`config.mk`:
```
export PLATFORM = sky130hd
export DESIGN_NAME = pps_divider
export DESIGN_NICKNAME = d
export VERILOG_FILES = /design/src/pwm_prescaler_period_search_macros.svh /design/src/pps_pkg.sv /design/src/pps_divider.sv
export SDC_FILE = /design/constraint.sdc
export NUM_CORES = 1
export LEC_CHECK = 0
export ABC_AREA = 1
export CAP_MARGIN = 40
export CELL_PAD_IN_SITES_DETAIL_PLACEMENT = 1
export CELL_PAD_IN_SITES_GLOBAL_PLACEMENT = 1
export CORE_MARGIN = 5
export CORE_UTILIZATION = 50
export CTS_BUF_LIST = sky130_fd_sc_hd__clkbuf_16
export CTS_CLUSTER_DIAMETER = 150
export DETAILED_ROUTE_END_ITERATION = 10
export DONT_BUFFER_PORTS = 1
export PLACE_DENSITY = 0.87
export SYNTH_ARGS = -nofsm -noshare
export SYNTH_HDL_FRONTEND = slang
export SYNTH_SLANG_ARGS = --single-unit
```
`constraint.sdc`:
```
create_clock -name clk_i -period 6.15 [get_ports clk_i]
set_input_delay 0.3075 -clock clk_i [delete_from_list [all_inputs] [get_ports clk_i]]
set_output_delay 0.3075 -clock clk_i [all_outputs]
set_load 0.02 [all_outputs]
```
`src/pwm_prescaler_period_search_macros.svh`:
```
// ----------------------------------------------------------------------------
// pwm_prescaler_period_search_macros
// Assertion macros shared by the PWM prescaler search RTL.
// ----------------------------------------------------------------------------
`ifndef PWM_PRESCALER_PERIOD_SEARCH_MACROS_SVH
`define PWM_PRESCALER_PERIOD_SEARCH_MACROS_SVH

// Checks an implication on every rising clock edge outside reset.
`define PPS_ASSERT(lbl, prop, msg) \
  lbl: assert property (@(posedge clk_i) disable iff (!rst_ni) prop) else $error(msg);

// Checks that a condition never holds outside reset.
`define PPS_ASSERT_NEVER(lbl, cond, msg) \
  lbl: assert property (@(posedge clk_i) disable iff (!rst_ni) !(cond)) else $error(msg);

`endif

```
`src/pps_pkg.sv`:
```
// ----------------------------------------------------------------------------
// pps_pkg
// Shared constants for the PWM prescaler period search block.
// ----------------------------------------------------------------------------
package pps_pkg;

  // Width of the shared divider; covers the widest dividend of the search.
  localparam int DIV_W = 53;

  localparam logic [1:0] ST_OK        = 2'd0;
  localparam logic [1:0] ST_ZERO_FREQ = 2'd1;
  localparam logic [1:0] ST_BAD_WIDTH = 2'd2;
  localparam logic [1:0] ST_NO_FIT    = 2'd3;

  localparam logic [DIV_W-1:0] US_PER_S  = DIV_W'(1000000);
  localparam logic [DIV_W-1:0] HALF_MEGA = DIV_W'(500000);

endpackage

```
`src/pps_divider.sv`:
```
// ----------------------------------------------------------------------------
// pps_divider
// Restoring unsigned divider, one quotient bit per cycle.
// ----------------------------------------------------------------------------
module pps_divider (
  input  logic                       clk_i,
  input  logic                       rst_ni,
  input  logic                       start_i,
  input  logic [pps_pkg::DIV_W-1:0]  num_i,
  input  logic [pps_pkg::DIV_W-1:0]  den_i,
  output logic                       busy_o,
  output logic                       done_o,
  output logic [pps_pkg::DIV_W-1:0]  quot_o
);

  localparam int W     = pps_pkg::DIV_W;
  localparam int CNT_W = $clog2(W + 1);

  logic             busy_q, busy_d;
  logic             done_q, done_d;
  logic [CNT_W-1:0] cnt_q, cnt_d;
  logic [W-1:0]     quot_q, quot_d;
  logic [W-1:0]     rem_q, rem_d;
  logic [W-1:0]     den_q, den_d;
  logic [W:0]       rem_sh;
  logic             ge;

  assign rem_sh = {rem_q, quot_q[W-1]};
  assign ge     = rem_sh >= {1'b0, den_q};

  always_comb begin
    busy_d = busy_q;
    done_d = 1'b0;
    cnt_d  = cnt_q;
    quot_d = quot_q;
    rem_d  = rem_q;
    den_d  = den_q;
    if (start_i && !busy_q) begin
      busy_d = 1'b1;
      cnt_d  = '0;
      quot_d = num_i;
      rem_d  = '0;
      den_d  = den_i;
    end else if (busy_q) begin
      // The partial remainder stays below the divisor, so W bits hold it.
      rem_d  = ge ? W'(rem_sh - {1'b0, den_q}) : rem_sh[W-1:0];
      quot_d = {quot_q[W-2:0], ge};
      cnt_d  = cnt_q + CNT_W'(1);
      if (cnt_q == CNT_W'(W - 1)) begin
        busy_d = 1'b0;
        done_d = 1'b1;
      end
    end
  end

  always_ff @(posedge clk_i or negedge rst_ni) begin
    if (!rst_ni) begin
      busy_q <= 1'b0;
      done_q <= 1'b0;
      cnt_q  <= '0;
    end else begin
      busy_q <= busy_d;
      done_q <= done_d;
      cnt_q  <= cnt_d;
    end
  end

  always_ff @(posedge clk_i) begin
    quot_q <= quot_d;
    rem_q  <= rem_d;
    den_q  <= den_d;
  end

  assign busy_o = busy_q;
  assign done_o = done_q;
  assign quot_o = quot_q;

endmodule

```
==> flow_summary.yaml, run 1 <==
yosys:
  yosys_warnings: 0
  synth_nets: 1964
  synthesis.instances: 1799
  syn_area_sq_mm: 0.0119
  syn_area_per_cell_sq_um: 6.62
  ys_types: 37
  synth-seq-cells: 167
  ys_seq_area_share_pct: 37.3
timing:
  finalCritPeriodShare_pct: 60.5
  max_slew_margin_pct: 44.9
  slew_violations: 0
  fin_crit_ns: 3.72
  hold_ws_ns: 0.0252
  fmax_mhz: 269
  rsz0062_at_grt: "false"
  hold_viol_final: 0
  skew_ns: 0.0205
  tightest_slew_ns: 0.826
  fin_tns_setup_ns: 0
  setup_viol: 0
critical_path:
  path_class: "flip-flop to flip-flop"
  endpoint_kind: "flip-flop"
  r2r_slack_ns: 2.43
  r2r_end: "rem_q[27]$_SDFFE_PP0P_"
  worstPathMaxFanout: 36
  worstRegToRegCells: 17
  cp.required_ns: 6.52
  rr_startpoint: "quot_o[52]$_DFFE_PP_"
  start_kind: "flip-flop"
  arrival_ns: 4.09
cts:
  cts_setup_buffers: 0
  cts_buffer_depth: 2
  clk_latency_ns: 0.46
  cts_num_sinks: 167
  htree_levels: 4
  numCtsBuffers: 17
  cts_root_buf: "clkbuf_16"
  cts_hold_buf: 54
  clkTransAtPathRegs_ns: 0.09
  cts_tree: "yes"
  cts_resized: 0
route:
  drt_iter0_drc: 884
  wl_per_cell_um: 18.7
  dr.pass1.iters: 7
  drt-vias-per-instance: 5.26
  vias: 11400
  totalWireLength_mm: 40.6
  drt_drc_violations_left: 0
  ant_nets: 0
cells_and_area:
  finalNetCount: 2007
  n_fill_cell: 3130
  n_antenna_cell: 0
  fin_area_sq_mm: 0.0134
  final_layout_size_suffix_gt1_share_pct: 5.82
  instances_no_fill: 2174
  area_growth_pct: 12.3
power_and_ir_drop:
  finalPower_mw: 7.42
  power.density_mw_per_mm2: 555
  p_leak_nw: 7.22
  ir_worst_vdd_v: 0.000301
place:
  port_buffers: 0
  routabilityCongestion: 0.977
  dp_cells: 2088
  hpwl_mm: 29.5
  dpl_cell_area_sq_mm: 0.0122
hold_path:
  holdPathStages: 2
  hold_path_startpoint: "num_i[17]"
  hold_path_class: "primary input to flip-flop"
  min_to: "quot_o[17]$_DFFE_PP_"
grt:
  track_usage_pct: 30.2
  antenna_found_initial: 1
  grt_pass1_wl_mm: 63.7
  grt_overflow: 0
  grt_start_max_net_pins: 67
  grt_pass1_vias: 12200
floorplanning:
  die_w_um: 164
  rows: 56
  dieArea_sq_mm: 0.0270
  coreArea_sq_mm: 0.0235
  die_h_um: 164
  initial_core_util_pct: 50.8
  io_pins: 164
run_status:
  status: "finished, final reports clean"
flow_run:
  maxCapViolCount: 0
logic make-up after synthesis:
logic type,after synthesis,share of synthesized area [%]
AND/OR/NAND/NOR,1052,37.4
AO/OA/AOI/OAI,76,3.31
XOR/XNOR,24,1.76
buffers and inverters,424,14.3
flip-flops,167,37.3
adder cells (fa/ha/maj),56,5.94
cells in the mapped netlist (all sizes together):
cell type,number,area (sq um)
buf,22,194
ha,55,688
nor4,1,6.26
edfxtp,106,3180
nand2,750,2850
or2,1,6.26
and2,4,25.0
a31oi,1,6.26
dfxtp,53,1060
o21ai,37,185
o21a,1,7.51
fa,1,20.0
clkinv,15,56.3
nand3b,7,65.1
a21oi,33,165
clkbuf,18,67.6
xnor2,24,210
o21bai,4,30.0
nand3,151,841
dfrtp,8,200
nor2,106,470
nand4,18,113
nor3,13,70.1
nor3b,1,7.51
inv,369,1390
cell usage in the layout, fill, tap and decap left out, types with 8 or more instances in the layout:
cell / synthesis / layout
inv_1: 360 / 359
xnor2_1: 24 / 24
nor2_2: 14 / 14
nand2_2: 14 / 14
clkinv_8: 0 / 8
a21oi_1: 33 / 33
nor3_1: 12 / 12
nand3_2: 17 / 17
dlygate4sd3_1: 0 / 54
edfxtp_1: 106 / 106
nor2_1: 87 / 85
o21ai_0: 16 / 16
o21ai_1: 21 / 21
inv_2: 9 / 10
clkinv_1: 15 / 15
dfxtp_1: 53 / 53
nand4_1: 18 / 18
ha_1: 55 / 55
clkbuf_16: 0 / 17
nand2_1: 736 / 736
nand3_1: 134 / 134
critical path, cell delays in order (launching register included):
cell and delay, ns:
edfxtp_1 0.52, inv_1 0.14, ha_1 0.17, inv_1 0.09, fa_1 0.44, inv_1 0.08
nor2_1 0.06, nand2_1 0.06, nand3_1 0.16, nand2_1 0.14, nand3_2 0.14, nand3b_4 0.34
buf_12 0.29, nand2_2 0.35, buf_12 0.35, nand2_1 0.08, nand3_1 0.06, o21ai_0 0.12
power breakdown:
| part | switching [mW] | internal, mW | total [mW] | leakage (nW) |
|---|---|---|---|---|
| clock network | 0.611 | 0.566 | 1.18 | 0.306 |
| registers | 0.550 | 1.71 | 2.26 | 1.56 |
| logic | 2.67 | 1.32 | 3.99 | 5.36 |
registers in the layout (all words and copies together) (netlist names):
register / count
busy_o: 1
cnt_q: 6
den_q: 53
done_o: 1
quot_o: 53
rem_q: 53
per-stage QoR:
step	utilization (%)	setup WS, ns
after global placement	51.6	2.14
after detailed placement	52.0	2.60
final	57.0	2.43
after global routing	57.0	2.14
after CTS	57.0	2.45
after floorplan	-	3.09
area by class of cell:
class | instances | area (sq um) | share of cell area (%)
Sequential cell | 167 | 4450 | 33.2
Tap cell | 319 | 399 | 2.98
Inverter | 384 | 1440 | 10.8
Timing Repair Buffer | 64 | 673 | 5.03
Clock buffer | 17 | 425 | 3.18
Multi-Input combinational cell | 1208 | 5780 | 43.2
Clock inverter | 15 | 216 | 1.62
layer usage:
metal / up-vias / part of all wire, % / track usage [%] / routed length, um
met4: 0 / 3.1 / 10.2 / 1260
met1: 5430 / 42 / 37.9 / 17200
li1: 5557 / - / - / -
met2: 375 / 48 / 52.1 / 19500
met5: - / 0 / 0 / 0
met3: 76 / 6.4 / 6.05 / 2610
worst max path at each step:
stage,end,cells after the start,start
after floorplan,quot_o[0]$_DFFE_PP_,4,busy_o$_DFF_PN0_
after global placement,rem_q[23]$_SDFFE_PP0P_,15,quot_o[52]$_DFFE_PP_
after detailed placement,rem_q[20]$_SDFFE_PP0P_,17,quot_o[52]$_DFFE_PP_
after CTS,rem_q[22]$_SDFFE_PP0P_,17,quot_o[52]$_DFFE_PP_
after global routing,rem_q[27]$_SDFFE_PP0P_,17,quot_o[52]$_DFFE_PP_
final,rem_q[27]$_SDFFE_PP0P_,17,quot_o[52]$_DFFE_PP_
(Power assumes the default switching activity.)
==> inputs of run 2 (changes only) <==
--- a/config.mk
+++ b/config.mk
@@ -5,17 +5,17 @@
 export SDC_FILE = /design/constraint.sdc
 export NUM_CORES = 1
 export LEC_CHECK = 0
-export ABC_AREA = 1
+export ABC_AREA = 0
 export CAP_MARGIN = 40
 export CELL_PAD_IN_SITES_DETAIL_PLACEMENT = 1
 export CELL_PAD_IN_SITES_GLOBAL_PLACEMENT = 1
 export CORE_MARGIN = 5
-export CORE_UTILIZATION = 50
+export CORE_UTILIZATION = 44
 export CTS_BUF_LIST = sky130_fd_sc_hd__clkbuf_16
 export CTS_CLUSTER_DIAMETER = 150
 export DETAILED_ROUTE_END_ITERATION = 10
 export DONT_BUFFER_PORTS = 1
-export PLACE_DENSITY = 0.87
+export PLACE_DENSITY = 0.77
 export SYNTH_ARGS = -nofsm -noshare
 export SYNTH_HDL_FRONTEND = slang
 export SYNTH_SLANG_ARGS = --single-unit
==> constraint.sdc (replaced) <==
create_clock -name clk_i -period 3.3 [get_ports clk_i]
set_input_delay 0.165 -clock clk_i [delete_from_list [all_inputs] [get_ports clk_i]]
set_output_delay 0.165 -clock clk_i [all_outputs]
set_load 0.02 [all_outputs]
==> flow_summary.yaml, run 2 <==
yosys:
  synthTopCellsByCount: "249 x nand2_1, 106 x edfxtp_1, 85 x a21oi_1, 71 x o21ai_0, 69 x inv_1"
  ys.flop_type: "edfxtp_1"
  syn_area_per_cell_sq_um: 8.94
  synth_top_cell_by_area: "edfxtp_1"
  yosys_warnings: 0
  synth_top_area_share_pct: 32.7
  ys_seq_area_share_pct: 45.7
  syn_area_sq_mm: 0.00973
  synth_most_common_cell: "nand2_1"
  ys_types: 71
  synth.area.top_cells: "edfxtp_1 33%, dfxtp_1 11%, nand2_1 9.6%, ha_1 7.1%, a21oi_1 4.4%"
  synth_nets: 1254
  synth_edf_count: 106
  synthArstFlopShare_pct: 4.79
  synth-seq-cells: 167
  synthesis.instances: 1089
place:
  routabilityCongestion: 0.872
  hpwl_mm: 19.3
  pre_cts_ws_ns: 0.0389
  port_buffers: 0
floorplanning:
  io_pins: 164
  dieArea_sq_mm: 0.0252
  die_h_um: 159
  coreArea_sq_mm: 0.0218
  rows: 54
  die_w_um: 159
  initial_core_util_pct: 44.6
flow_run:
  maxCapViolCount: 0
cells_and_area:
  ff_latch_area_sq_mm: 0.00445
  layout_commonest_cell: "nand2_1"
  multi_input_area_sq_mm: 0.00479
  final_cell_mix: "248 x nand2_1, 108 x dlygate4sd3_1, 106 x edfxtp_1, 84 x a21oi_1, 69 x o21ai_0"
  finalNetCount: 1353
  area_growth_pct: 22.2
  n_fill_cell: 2437
  n_antenna_cell: 0
  final_layout_size_suffix_gt1_share_pct: 8.41
grt:
  grt_pass1_wl_mm: 50.7
  grtUsageMet1_pct: 29.8
  antenna_found_initial: 0
  top_usage_layer: "met2"
  track_usage_pct: 24.6
  grt_pass1_vias: 9299
  met3_usage_pct: 6.71
  grt_start_max_net_pins: 65
  grt_overflow: 0
  grtUsageMet2_pct: 43.0
critical_path:
  crit_chain: "inv_1 -> ha_2 -> inv_2 -> fa_2 -> a211oi_2 -> o21ai_2 -> o211a_1 -> o21bai_1 -> a21oi_1 -> nor3b_2 -> buf_4 -> or3b_2 -> nand4_1 -> o21ai_1"
  cp.required_ns: 3.63
  start_kind: "flip-flop"
  endpoint_kind: "flip-flop"
  cp_slowest_cell: "or3b_2"
  slowest_delay_ns: 0.44
  worstPathMaxFanout: 4
  path_class: "flip-flop to flip-flop"
  arrival_ns: 3.48
timing:
  fin_tns_setup_ns: 0
  max_slew_margin_pct: 50.3
  skew_ns: 0.0192
  fin_crit_ns: 3.15
  rsz0062_at_grt: "true"
  setup_slack_ns: 0.147
  fmax_mhz: 317
  slew_violations: 0
  finalCritPeriodShare_pct: 95.5
  tightest_slew_ns: 0.746
  hold_viol_final: 0
  setup_viol: 0
cts:
  numCtsBuffers: 17
  clk_latency_ns: 0.45
  cts_num_sinks: 167
  clkTransAtPathRegs_ns: 0.08
  cts_buffer_depth: 2
  cts_root_buf: "clkbuf_16"
  cts_tree: "yes"
  htree_levels: 4
route:
  drt-vias-per-instance: 5.81
  wl_per_cell_um: 21.6
  ant_nets: 0
  drt_drc_violations_left: 0
  vias: 8599
  drt_iter0_drc: 492
  dr.pass1.iters: 5
  totalWireLength_mm: 32.0
power_and_ir_drop:
  p_leak_nw: 5.06
  power.density_mw_per_mm2: 1050
  ir_worst_vdd_v: 0.000448
run_status:
  status: "finished, final reports clean"
hold_path:
  hold_path_class: "primary input to asynchronous set/reset pin"
## run 2: final cells by class
cell class	instances	share of cell area, %
timing repair buffer	139	11.8
inverter	72	2.29
sequential	167	37.4
tap	280	2.95
clock buffer	17	3.58
multi-input combinational	791	40.3
clock inverter	15	1.71
## run 2: power by group
| group | internal, mW | switching, mW |
|---|---|---|
| clock | 1.10 | 1.04 |
| sequential | 3.17 | 1.12 |
| combinational | 2.56 | 3.53 |
| total | 6.84 | 5.68 |
## run 2: per-stage QoR
| stage | power (mW) | cells | instance area [sq um] | util [%] | hold WS (ns) |
|---|---|---|---|---|---|
| CTS | 12.1 | 1471 | 11800 | 53.9 | 0.0714 |
| finish | 12.5 | 1481 | 11900 | 54.5 | 0.0953 |
| global route | 13.3 | 1481 | 11900 | 54.5 | 0.109 |
| floorplan | 8.21 | 1089 | 9730 | - | -0.131 |
| global placement | 9.44 | 1330 | 10000 | 45.9 | -0.130 |
| detailed placement | 9.67 | 1330 | 10000 | 45.9 | -0.130 |
## run 2: what timing repair did
item,in CTS,in global routing
hold buffers,108,0
setup endpoints to repair,23,47
cloned,1,1
resized for setup,2,10
buffers inserted,0,9
endpoints found under the hold margin,120,0
pin swaps,0,14
## run 2: routing by layer
layer,vias up,wire (um)
met5,-,0
met2,292,16000
met4,0,661
li1,4039,-
met1,4216,13200
met3,52,2080
## run 2: cells by family after synthesis
| family | share of synthesized area (%) |
|---|---|
| flip-flops | 45.7 |
| AO/OA/AOI/OAI | 19.7 |
| adder cells (fa/ha/maj) | 7.28 |
| XOR/XNOR | 4.05 |
| AND/OR/NAND/NOR | 17.1 |
| multiplexers | 0.720 |
| buffers and inverters | 5.49 |
## run 2: path summary, 6_finish.rpt
kind                            depth (start not counted)  slack [ns]                     end                    from
worst min register to register                          2        0.48  rem_q[15]$_SDFFE_PP0P_  rem_q[15]$_SDFFE_PP0P_
worst min-delay path                                    1         0.1    cnt_q[5]$_DFFE_PN0P_                  rst_ni
worst max register to register                         14        0.15  rem_q[48]$_SDFFE_PP0P_    quot_o[52]$_DFFE_PP_
worst max-delay path                                   14        0.15  rem_q[48]$_SDFFE_PP0P_    quot_o[52]$_DFFE_PP_
min in group clk_i                                      3        0.23  rem_q[50]$_SDFFE_PP0P_                 start_i
max in group asynchronous                               1        2.86        busy_o$_DFF_PN0_                  rst_ni
## run 2: critical path: cells and delay by family, from the launching register on
kind	cells	cell delay (ns)
AND/OR/NAND/NOR	3	0.79
adder cells (fa/ha/maj)	2	0.57
flip-flops	1	0.41
AO/OA/AOI/OAI	6	0.99
buffers and inverters	3	0.28
